**src/hdl/rdc_pkg.sv**
```systemverilog
// Shared types and constants for the radix digit converter.
// No dependencies; rdc_divider and radix_digit_converter_top import this package.
`timescale 1ns / 1ps

package rdc_pkg;

  localparam int RADIX_W = 9;
  localparam int PAD_W   = 7;
  localparam int DIGIT_W = 8;
  localparam int CFG_W   = 9;
  localparam int CFG_IDX_W = 1;

  localparam logic [CFG_IDX_W-1:0] REG_RADIX = 1'd0;
  localparam logic [CFG_IDX_W-1:0] REG_PAD   = 1'd1;

  localparam logic [RADIX_W-1:0] RADIX_MIN = 9'd2;
  localparam logic [RADIX_W-1:0] RADIX_MAX = 9'd256;
  localparam logic [RADIX_W-1:0] RADIX_RST = 9'd10;

  // Status reported by the serial divider at the end of one division pass.
  typedef struct packed {
    logic               done;
    logic [DIGIT_W-1:0] digit;
    logic               more;
  } div_status_t;

endpackage

```
**src/hdl/rdc_ram.sv**
```systemverilog
// Generic single-write, single-read RAM with a registered read port.
// No dependencies.
`timescale 1ns / 1ps

module rdc_ram #(
  parameter int WIDTH = 8,
  parameter int DEPTH = 64
) (
  input  logic                     clk,
  input  logic                     we,
  input  logic [$clog2(DEPTH)-1:0] waddr,
  input  logic [WIDTH-1:0]         wdata,
  input  logic [$clog2(DEPTH)-1:0] raddr,
  output logic [WIDTH-1:0]         rdata
);

  logic [WIDTH-1:0] mem [DEPTH];

  always_ff @(posedge clk) begin
    if (we) begin
      mem[waddr] <= wdata;
    end
    rdata <= mem[raddr];
  end

endmodule

```
**src/hdl/rdc_divider.sv**
```systemverilog
// Bit-serial restoring divider: one quotient bit per cycle, remainder is a digit.
// Depends on rdc_pkg for the status struct and field widths.
`timescale 1ns / 1ps

module rdc_divider #(
  parameter int VALUE_WIDTH = 64
) (
  input  logic                        clk,
  input  logic                        rst,
  input  logic                        start,
  input  logic                        again,
  input  logic [VALUE_WIDTH-1:0]      dividend,
  input  logic [rdc_pkg::RADIX_W-1:0] radix,
  output rdc_pkg::div_status_t        status
);
  import rdc_pkg::*;

  localparam int CNT_W = $clog2(VALUE_WIDTH);

  logic [VALUE_WIDTH-1:0] quot;
  logic [DIGIT_W-1:0]     rem;
  logic [CNT_W-1:0]       cnt;
  logic                   busy;
  logic                   qnz;
  logic                   done;

  logic [RADIX_W-1:0]     trial;
  logic                   fits;
  logic [DIGIT_W-1:0]     rem_next;

  // Shift the next dividend bit into the partial remainder and subtract
  // the radix where it fits; the remainder always stays below 256.
  always_comb begin
    trial    = {rem, quot[VALUE_WIDTH-1]};
    fits     = (trial >= radix);
    rem_next = fits ? DIGIT_W'(trial - radix) : trial[DIGIT_W-1:0];
  end

  always_ff @(posedge clk) begin
    if (rst) begin
      busy <= 1'b0;
      done <= 1'b0;
    end else begin
      done <= 1'b0;
      if (start || again) begin
        busy <= 1'b1;
      end else if (busy && cnt == CNT_W'(VALUE_WIDTH - 1)) begin
        busy <= 1'b0;
        done <= 1'b1;
      end
    end
  end

  always_ff @(posedge clk) begin
    if (start) begin
      quot <= dividend;
    end else if (busy) begin
      quot <= {quot[VALUE_WIDTH-2:0], fits};
    end
    if (start || again) begin
      rem <= '0;
      cnt <= '0;
      qnz <= 1'b0;
    end else if (busy) begin
      rem <= rem_next;
      cnt <= cnt + 1'b1;
      qnz <= qnz | fits;
    end
  end

  assign status.done  = done;
  assign status.digit = rem;
  assign status.more  = qnz;

endmodule

```
**src/hdl/radix_digit_converter_top.sv**
```systemverilog
// Radix digit converter: top level with the item sequencer and output register.
// Depends on rdc_pkg, rdc_divider and rdc_ram.
`timescale 1ns / 1ps

// Converts each accepted unsigned value into its digits in the base held in
// the radix register and sends them most significant first, one digit per
// output item, with tlast on the final digit. Leading zero digits are added
// until the count reaches pad_width; a value of zero with a pad width of zero
// produces no output items. A radix below 2 acts as 2 and one above 256 acts
// as 256; a pad width above MAX_DIGITS acts as MAX_DIGITS. Digits are found
// least significant first by a bit-serial divider, parked in a small RAM, then
// read back in reverse order at one digit per cycle while the receiver keeps
// taking them. One item is worked on at a time; the next item is taken once
// the last digit of the previous one has been loaded into the output
// register. Configuration must be written only while the block is idle.
module radix_digit_converter_top #(
  parameter int VALUE_WIDTH = 64,
  parameter int MAX_DIGITS  = 64
) (
  input  logic                          clk,
  input  logic                          rst,
  // Configuration write port.
  input  logic                          cfg_we,
  input  logic [rdc_pkg::CFG_IDX_W-1:0] cfg_index,
  input  logic [rdc_pkg::CFG_W-1:0]     cfg_data,
  // Input stream.
  input  logic                          s_axis_tvalid,
  output logic                          s_axis_tready,
  input  logic [63:0]                   s_axis_tdata,  // [63:0] value
  // Output stream.
  output logic                          m_axis_tvalid,
  input  logic                          m_axis_tready,
  output logic [7:0]                    m_axis_tdata,  // [7:0] digit
  output logic                          m_axis_tlast
);
  import rdc_pkg::*;

  localparam int CW = $clog2(MAX_DIGITS + 1);
  localparam int AW = $clog2(MAX_DIGITS);

  localparam logic [2:0] S_IDLE  = 3'd0;
  localparam logic [2:0] S_DIV   = 3'd1;
  localparam logic [2:0] S_SETUP = 3'd2;
  localparam logic [2:0] S_FETCH = 3'd3;
  localparam logic [2:0] S_LOAD  = 3'd4;

  logic [2:0]         state;
  logic [RADIX_W-1:0] radix_reg;
  logic [PAD_W-1:0]   pad_reg;
  logic [CW-1:0]      n_digits;
  logic [CW-1:0]      rem_cnt;

  logic [RADIX_W-1:0] radix_eff;
  logic [CW-1:0]      pad_sat;
  logic [CW-1:0]      total;
  logic [CW-1:0]      pos;
  logic               adv;
  logic               accept;
  logic               val_zero;
  logic               div_again;
  logic [AW-1:0]      raddr;
  logic [DIGIT_W-1:0] rdata;
  div_status_t        div_status;

  // Configuration registers.
  always_ff @(posedge clk) begin
    if (rst) begin
      radix_reg <= RADIX_RST;
      pad_reg   <= '0;
    end else if (cfg_we) begin
      case (cfg_index)
        REG_RADIX: radix_reg <= cfg_data;
        REG_PAD:   pad_reg   <= cfg_data[PAD_W-1:0];
        default:   ;
      endcase
    end
  end

  always_comb begin
    if (radix_reg < RADIX_MIN) begin
      radix_eff = RADIX_MIN;
    end else if (radix_reg > RADIX_MAX) begin
      radix_eff = RADIX_MAX;
    end else begin
      radix_eff = radix_reg;
    end
    pad_sat = (pad_reg > PAD_W'(MAX_DIGITS)) ? CW'(MAX_DIGITS) : CW'(pad_reg);
    total   = (n_digits > pad_sat) ? n_digits : pad_sat;
  end

  assign s_axis_tready = (state == S_IDLE);
  assign accept        = s_axis_tvalid && s_axis_tready;
  assign val_zero      = (s_axis_tdata[VALUE_WIDTH-1:0] == '0);

  // Start another division pass while the quotient is nonzero and the buffer
  // still has room for a digit that could ever be sent.
  assign div_again = (state == S_DIV) && div_status.done && div_status.more &&
                     (n_digits != CW'(MAX_DIGITS - 1));

  rdc_divider #(
    .VALUE_WIDTH(VALUE_WIDTH)
  ) u_div (
    .clk      (clk),
    .rst      (rst),
    .start    (accept && !val_zero),
    .again    (div_again),
    .dividend (s_axis_tdata[VALUE_WIDTH-1:0]),
    .radix    (radix_eff),
    .status   (div_status)
  );

  // Read side: the digit at position pos is addressed ahead of its load through the
  // registered RAM read port, and the address steps down as soon as the output register takes it.
  always_comb begin
    pos = rem_cnt - 1'b1;
    adv = (state == S_LOAD) && (!m_axis_tvalid || m_axis_tready);
    if (adv) begin
      raddr = AW'(pos - 1'b1);
    end else begin
      raddr = pos[AW-1:0];
    end
  end

  rdc_ram #(
    .WIDTH(DIGIT_W),
    .DEPTH(MAX_DIGITS)
  ) u_buf (
    .clk   (clk),
    .we    ((state == S_DIV) && div_status.done),
    .waddr (n_digits[AW-1:0]),
    .wdata (div_status.digit),
    .raddr (raddr),
    .rdata (rdata)
  );

  // Item sequencer.
  always_ff @(posedge clk) begin
    if (rst) begin
      state         <= S_IDLE;
      n_digits      <= '0;
      rem_cnt       <= '0;
      m_axis_tvalid <= 1'b0;
    end else begin
      // The output register is refilled when it loads a digit and empties
      // once the receiver takes what it holds.
      if (adv) begin
        m_axis_tvalid <= 1'b1;
      end else if (m_axis_tready) begin
        m_axis_tvalid <= 1'b0;
      end
      case (state)
        S_IDLE: begin
          if (accept) begin
            n_digits <= '0;
            state    <= val_zero ? S_SETUP : S_DIV;
          end
        end
        S_DIV: begin
          if (div_status.done) begin
            n_digits <= n_digits + 1'b1;
            if (!div_again) begin
              state <= S_SETUP;
            end
          end
        end
        S_SETUP: begin
          if (total == '0) begin
            state <= S_IDLE;
          end else begin
            rem_cnt <= total;
            state   <= S_FETCH;
          end
        end
        S_FETCH: begin
          state <= S_LOAD;
        end
        S_LOAD: begin
          if (adv) begin
            rem_cnt <= rem_cnt - 1'b1;
            if (rem_cnt == CW'(1)) begin
              state <= S_IDLE;
            end
          end
        end
        default: begin
          state <= S_IDLE;
        end
      endcase
    end
  end

  // Output payload: padding positions above the significant digits read as zero.
  always_ff @(posedge clk) begin
    if (adv) begin
      m_axis_tdata <= (pos < n_digits) ? rdata : '0;
      m_axis_tlast <= (rem_cnt == CW'(1));
    end
  end

endmodule
```
**config.mk**
```make
export PLATFORM = sky130hd
export DESIGN_NAME = radix_digit_converter_top
export DESIGN_NICKNAME = d
export VERILOG_FILES = /design/src/hdl/rdc_pkg.sv /design/src/hdl/rdc_ram.sv /design/src/hdl/rdc_divider.sv /design/src/hdl/radix_digit_converter_top.sv
export SDC_FILE = /design/constraint.sdc
export NUM_CORES = 1
export LEC_CHECK = 0
export BUFFER_PORTS_ARGS = -buffer_cell sky130_fd_sc_hd__buf_4
export CAP_MARGIN = 5
export CORE_MARGIN = 2
export CORE_UTILIZATION = 30
export DETAILED_ROUTE_END_ITERATION = 6
export PLACE_DENSITY = 0.53
export SYNTH_ARGS = -nofsm -noshare
export SYNTH_HDL_FRONTEND = slang
export SYNTH_SLANG_ARGS = --single-unit
```
**constraint.sdc**
```tcl
create_clock -name clk -period 8.1 [get_ports clk]
set_input_delay 0 -clock clk [delete_from_list [all_inputs] [get_ports clk]]
set_output_delay 0 -clock clk [all_outputs]
set_load 0.01 [all_outputs]
```
==> results of run 1 <==
logic make-up after synthesis:
group	count (synthesis)
XOR/XNOR	20
adder cells (fa/ha/maj)	28
buffers and inverters	146
AND/OR/NAND/NOR	441
flip-flops	644
multiplexers	419
AO/OA/AOI/OAI	197
power by group:
part / total, mW / leakage (nW) / internal (mW) / switching [mW]
sequential: 4.02 / 5.90 / 3.98 / 0.0438
combinational: 0.812 / 5.12 / 0.260 / 0.552
clock: 3.37 / 1.20 / 1.98 / 1.39
layer usage:
| metal | GRT usage [%] | wire length, um | share of wire, % |
|---|---|---|---|
| met3 | 3.19 | 5360 | 6.3 |
| met1 | 20.8 | 34900 | 41 |
| met5 | 0 | 20 | 0.024 |
| met2 | 27.6 | 42200 | 50 |
| met4 | 5.39 | 2510 | 3.0 |
cells in the mapped netlist (3+ instances only):
| master | count | area, um^2 |
|---|---|---|
| clkbuf_1 | 68 | 255 |
| a21boi_0 | 3 | 22.5 |
| or3_1 | 6 | 37.5 |
| o21a_1 | 7 | 52.6 |
| buf_2 | 15 | 75.1 |
| dfxtp_1 | 59 | 1180 |
| buf_6 | 9 | 101 |
| nor4_1 | 27 | 169 |
| nand3_1 | 27 | 135 |
| buf_4 | 14 | 105 |
| inv_1 | 21 | 78.8 |
| or2_2 | 3 | 18.8 |
| mux2i_1 | 118 | 1180 |
| mux4_2 | 236 | 5320 |
| nor2_1 | 146 | 548 |
| nor2b_1 | 8 | 50.1 |
| a311oi_1 | 4 | 35.0 |
| a221oi_1 | 21 | 184 |
| clkinv_1 | 3 | 11.3 |
| o22ai_1 | 32 | 200 |
| a2111oi_0 | 28 | 245 |
| nand2_1 | 149 | 559 |
| nor3b_1 | 12 | 90.1 |
| xor2_1 | 4 | 35.0 |
| a2111oi_1 | 5 | 50.1 |
| o21ai_0 | 15 | 75.1 |
| a21oi_1 | 52 | 260 |
| nand2b_1 | 14 | 87.6 |
| mux2_2 | 65 | 732 |
| xnor2_1 | 15 | 131 |
| edfxtp_1 | 585 | 17600 |
| a211oi_1 | 4 | 30.0 |
| ha_1 | 27 | 338 |
| nand4_1 | 13 | 81.3 |
| buf_1 | 13 | 48.8 |
| nor3_1 | 24 | 120 |
tightest hold or removal path, cell delays in order:
cell and delay [ns]:
dlygate4sd3_1 0.53, buf_4 0.14, nand3_1 0.07, a21oi_1 0.06
through the flow:
stage | hold WS (ns) | instance area (um^2)
after global routing | 0.217 | 36300
after global placement | 0.219 | 32800
after floorplan | 0.118 | 30700
after CTS | 0.190 | 36300
final | 0.237 | 36300
after detailed placement | 0.237 | 32900
cell type report:
class,count,share of cell area [%]
Clock buffer,98,5.51
Clock inverter,38,1.25
Inverter,27,0.327
Multi-Input combinational cell,1105,31.0
Sequential cell,644,51.6
Tap cell,1368,4.71
Timing Repair Buffer,233,5.54
path summary, 6_finish.rpt:
| path | end | cells after the start | start | slack, ns |
|---|---|---|---|---|
| worst max-delay path | u_buf.rdata[3]$_DFF_P_ | 9 | state[2]$_SDFFE_PP0P_ | 3.13 |
| worst min-delay path | pad_reg[4]$_SDFFE_PP0P_ | 4 | cfg_data[4] | 0.24 |
| worst max register to register | u_buf.rdata[3]$_DFF_P_ | 9 | state[2]$_SDFFE_PP0P_ | 3.13 |
| worst min register to register | u_div.qnz$_SDFFE_PP0P_ | 2 | u_div.qnz$_SDFFE_PP0P_ | 0.47 |
layout by cell type (no fill, tap or decap), types with 4 or more instances in the layout:
cell,netlist,final
a2111oi_0,28,23
a2111oi_1,5,10
a211oi_1,4,4
a21oi_1,52,52
a221oi_1,21,21
a311oi_1,4,4
buf_4,14,127
bufinv_16,0,7
clkbuf_1,68,18
clkbuf_16,0,74
clkbuf_8,0,6
clkinv_1,3,14
clkinv_2,0,11
dfxtp_1,59,50
dfxtp_2,0,9
dlygate4sd3_1,0,98
edfxtp_1,585,585
ha_1,27,26
inv_1,21,19
mux2_2,65,65
mux2i_1,118,118
mux4_2,236,236
nand2_1,149,148
nand2b_1,14,14
nand3_1,27,27
nand4_1,13,13
nor2_1,146,144
nor2b_1,8,8
nor3_1,24,24
nor3b_1,12,12
nor4_1,27,27
o21a_1,7,7
o21ai_0,15,15
o22ai_1,32,32
or3_1,6,6
xnor2_1,15,15
xor2_1,4,4
==> summary.txt, run 1 <==
status: completed
Fin Clk Skew: 0.0467 ns
ANT nets after route: 0
DP Wirelength: 51.9 mm
worst vdd ir: 0.000198 V
# resized after CTS: 0
Worst Setup Start Kind: register
critical-path cell list: nor3b_4, nand2_4, inv_8, nor2_1, a221oi_4, buf_4, o22ai_1, a2111oi_0, nor4_1
Final setup viols: 0
minimum clock period: 4.97 ns
CTS Sinks: 644
Post-Synth Simple-Gate Area: 6.54%
via count: 18,600
Slew @ Worst Pin: 1.26 ns
CP max-delay cell: a2111oi_0
antenna violations before repair: 2
first-pass GRT wire length: 126 mm
post-route setup TNS: 0 ns
DRC: 0
Max Cap Viol: 0
routed len/inst: 24.2 um
crit-path max FO: 37
vias per inst: 5.30
IO Port Bufs: 89
Cell Area, Synth: 0.0307 mm^2
Row Count: 117
H-tree lvl count: 3
GR Util All Layers: 16.3%
Synth Flop Type: edfxtp_1
Inserted Diodes: 0
Clock Path Buffers: 3
CP endpoint kind: register
Slew headroom: 13.5%
fillers: 9,586
IO Pins: 90
share of synthesized area spent on multiplexers: 23.6%
Routed WL: 85.0 mm
Max stage delay on crit path: 0.97 ns
CTS Hold Buffers Added: 98
ys async rst share: 0%
pin count of the biggest net entering global routing: 84
CTS tree: done
share of cells above drive strength 1: 26.9%
Post-Place Setup Slack: 3.02 ns
Clock Latency Late Sink: 0.66 ns
Pleak: 12.2 nW
Netlist cell types: 70
die width: 324 um
die area: 0.105 mm^2
CP Class: register to register
area occupied by registers: 0.0188 mm^2
Starting Density: 30.2%
Avg Cell Area, Syn: 16.2 um^2
Core Region: 0.102 mm^2
Pins Over Slew Limit: 0
max reg flops: 512
setup ws final: 3.13 ns
gr ovfl total: 0
multi-input gate area in the final layout: 0.0113 mm^2
drt first pass iters: 5
flops & latches, synth: 644
Nets: 2,192
Final Cycle Share: 61.4%
clk slew on worst S/H paths: 0.06 ns
xor and xnor area share after synthesis: 0.633%
TritonCTS Buffers: 74
Post-Layout Cell Count: 3,513
Synth Area in Compound Gates: 4.68%
cell family with most CP delay: compound AO/OA/AOI/OAI gates
CP bufs+invs: 2
RSZ-0062 raised after global routing: no
1st-iter DRT viols: 1,779
Adder-Cell Fraction of Synth Area: 1.17%
largest family of logic cells by synthesized area: multiplexers
Pwr Density: 226 mW/mm^2
Die Y-Extent: 324 um
Final Hold Fails: 0
vias in the first global route: 19,300
Fmax achieved: 201 MHz
number of cells after detailed placement: 3,278
worst path arrival time: 5.46 ns
post-CTS setup buffer count: 0
Post-synth EDFFs: 585
Tightest Hold Check Type: input port to register
Final Util: 35.8%
Yosys Warn Count: 0
syn_nets: 2,002
sequential share of the synthesized area: 61.1%
Final Wtd Congestion: 0.810
Power, Total: 8.21 mW
clock root buffer: clkbuf_16
Syn Inst Count: 1,895
Layout area overhead: 18.5%
Worst Path Required: 8.59 ns
Power figures use the tool's default switching activity.
==> run 2: changes to the inputs <==
==> constraint.sdc (replaced) <==
create_clock -name clk -period 4.9 [get_ports clk]
set_input_delay 0 -clock clk [delete_from_list [all_inputs] [get_ports clk]]
set_output_delay 0 -clock clk [all_outputs]
set_load 0.01 [all_outputs]
==> summary.txt, run 2 (synthesis results as in run 1) <==
Final Wtd Congestion: 0.791 (was 0.810)
Fin Clk Skew: 0.0269 ns (was 0.0467 ns)
fillers: 9,603 (was 9,586)
crit-path max FO: 52 (was 37)
Pleak: 12.2 nW (about the same)
Worst Path Required: 5.37 ns (was 8.59 ns)
setup ws final: 0.509 ns (was 3.13 ns)
hold-critical path depth: 4 (unchanged)
CTS tree: done (unchanged)
clock root buffer: clkbuf_16 (unchanged)
reg2reg start: state[2]$_SDFFE_PP0P_ (unchanged)
hold path endpoint: pad_reg[1]$_SDFFE_PP0P_ (was pad_reg[4]$_SDFFE_PP0P_)
metal3 WL: 5.15 mm (was 5.36 mm)
R2R Setup Slk: 0.51 ns (was 3.13 ns)
IO Pins: 90 (unchanged)
Inserted Diodes: 0 (unchanged)
Final Hold Fails: 0 (unchanged)
Psw: 3.27 mW (was 1.98 mW)
max reg flops: 512 (unchanged)
Core Region: 0.102 mm^2 (unchanged)
post-CTS setup buffer count: 0 (unchanged)
die area: 0.105 mm^2 (unchanged)
Layout area overhead: 18.5% (about the same)
wl on met1: 34.8 mm (was 34.9 mm)
antenna violations before repair: 0 (was 2)
minimum clock period: 4.39 ns (was 4.97 ns)
Die Y-Extent: 324 um (unchanged)
Pwr Density: 369 mW/mm^2 (was 226 mW/mm^2)
share of cells above drive strength 1: 27.2% (was 26.9%)
worst vdd ir: 0.000262 V (was 0.000198 V)
Final setup viols: 0 (unchanged)
Row Count: 117 (unchanged)
Clock Path Buffers: 3 (unchanged)
routed length on met2: 41.1 mm (was 42.2 mm)
CTS Hold Buffers Added: 96 (was 98)
Worst Reg2Reg Path Length in Cells: 10 (was 9)
CP bufs+invs: 3 (was 2)
RSZ-0062 raised after global routing: no (unchanged)
routed len/inst: 23.8 um (was 24.2 um)
CTS Sinks: 644 (unchanged)
DP Wirelength: 51.4 mm (was 51.9 mm)
ANT nets after route: 0 (unchanged)
worst path arrival time: 4.86 ns (was 5.46 ns)
1st-iter DRT viols: 1,794 (was 1,779)
Post-Place Setup Slack: 0.510 ns (was 3.02 ns)
first-pass GRT wire length: 124 mm (was 126 mm)
gr ovfl total: 0 (unchanged)
hold path startpoint: cfg_data[1] (was cfg_data[4])
sw frac: 24.4% (was 24.2%)
Max stage delay on crit path: 0.69 ns (was 0.97 ns)
vias per inst: 5.26 (was 5.30)
Slew headroom: 20.2% (was 13.5%)
Worst Setup Start Kind: register (unchanged)
Fmax achieved: 228 MHz (was 201 MHz)
status: completed (unchanged)
clk slew on worst S/H paths: 0.06 ns (about the same)
vias in the first global route: 19,200 (was 19,300)
Clock power frac: 40.4% (was 41.1%)
# resized after CTS: 0 (unchanged)
GR Util All Layers: 16.0% (was 16.3%)
Slew @ Worst Pin: 1.19 ns (was 1.26 ns)
H-tree lvl count: 3 (unchanged)
Clock Latency Late Sink: 0.63 ns (was 0.66 ns)
Tightest Hold Check Type: input port to register (unchanged)
Nets: 2,196 (was 2,192)
IO Port Bufs: 89 (unchanged)
Starting Density: 30.2% (unchanged)
DRC: 0 (unchanged)
CP Class: register to register (unchanged)
cell family with most CP delay: buffers and inverters (was compound AO/OA/AOI/OAI gates)
internal power: 10.1 mW (was 6.22 mW)
CP startpoint: state[2]$_SDFFE_PP0P_ (unchanged)
pin count of the biggest net entering global routing: 111 (was 84)
Logic pwr share: 10.1% (was 9.9%)
post-route setup TNS: 0 ns (unchanged)
drt first pass iters: 5 (unchanged)
TritonCTS Buffers: 74 (unchanged)
Reg power frac: 49.5% (was 49.0%)
Routed WL: 83.8 mm (was 85.0 mm)
critical-path cell list: nor3b_4, nand2_4, inv_8, buf_4, mux4_2, mux2i_1, o22ai_1, a2111oi_0, buf_4, nor4_1 (was nor3b_4, nand2_4, inv_8, nor2_1, a221oi_4, buf_4, o22ai_1, a2111oi_0, nor4_1)
most common cell after layout, fill and taps aside: edfxtp_1 (unchanged)
via count: 18,500 (was 18,600)
RR Endpoint: u_buf.rdata[6]$_DFF_P_ (was u_buf.rdata[3]$_DFF_P_)
Final Cycle Share: 89.6% (was 61.4%)
die width: 324 um (unchanged)
Top cell by count, worst path: buf_4
Max Cap Viol: 0 (unchanged)
Max Used Layer: met4 (was met5)
most frequent cells in the layout: edfxtp_1, mux4_2, nand2_1, nor2_1, buf_4 (unchanged)
CP endpoint kind: register (unchanged)
Pins Over Slew Limit: 0 (unchanged)
CP max-delay cell: a2111oi_0 (unchanged)
[run 2: cell type report]
| class | instances | area [um^2] | share of cell area [%] |
|---|---|---|---|
| inverter | 27 | 119 | 0.327 |
| clock buffer | 96 | 2010 | 5.53 |
| timing repair buffer | 237 | 2110 | 5.80 |
| sequential | 644 | 18800 | 51.6 |
| tap | 1368 | 1710 | 4.71 |
| multi-input combinational | 1105 | 11300 | 31.0 |
| clock inverter | 42 | 364 | 1.00 |
[run 2: how the worst max path moves through the flow]
| stage | endpoint | slack [ns] | cells past startpoint |
|---|---|---|---|
| 4_1_cts | u_buf.rdata[6]$_DFF_P_ | 0.49 | 10 |
| 3_3_place_gp | u_buf.rdata[6]$_DFF_P_ | 0.59 | 10 |
| 5_1_grt | u_buf.rdata[6]$_DFF_P_ | 0.35 | 10 |
| 6_report | u_buf.rdata[6]$_DFF_P_ | 0.51 | 10 |
| 2_1_floorplan | m_axis_tdata[0]$_SDFFCE_PP0P_ | 0.62 | 18 |
| 3_5_place_dp | u_buf.rdata[6]$_DFF_P_ | 0.51 | 10 |
[run 2: worst register-to-register path: stages, from the launching register on]
cell       delay [ns]
dfxtp_1          0.42
nor3b_4          0.61
nand2_4          0.16
inv_8            0.51
buf_4            0.60
mux4_2           0.57
mux2i_1          0.23
o22ai_1          0.16
a2111oi_0        0.69
buf_4            0.23
nor4_1           0.05
[run 2: power by group through the flow]
stage / Combinational (mW) / Sequential, mW / Clock [mW]
finish: 1.35 / 6.65 / 5.42
global route: 1.48 / 6.66 / 5.74
CTS: 1.37 / 6.65 / 5.53
detailed placement: 1.30 / 6.76 / 0
global placement: 1.26 / 6.76 / 0
floorplan: 0.562 / 6.93 / 0
[run 2: per-stage QoR]
step           hold slack, ns  cell area [um^2]  util [%]  std cells  power (mW)
2_1_floorplan           0.118             30700         -       1895        7.50
6_report                0.229             36300      35.8       3519        13.4
3_3_place_gp            0.233             33000      32.5       3284        8.02
5_1_grt                 0.225             36300      35.8       3519        13.9
3_5_place_dp            0.233             33000      32.5       3284        8.07
4_1_cts                 0.197             36300      35.7       3518        13.5
[run 2: routing by layer]
metal	up-vias	GRT usage (%)
met3	155	3.02
met4	0	5.61
met5	-	0
met1	9654	20.6
li1	8091	-
met2	609	27.1
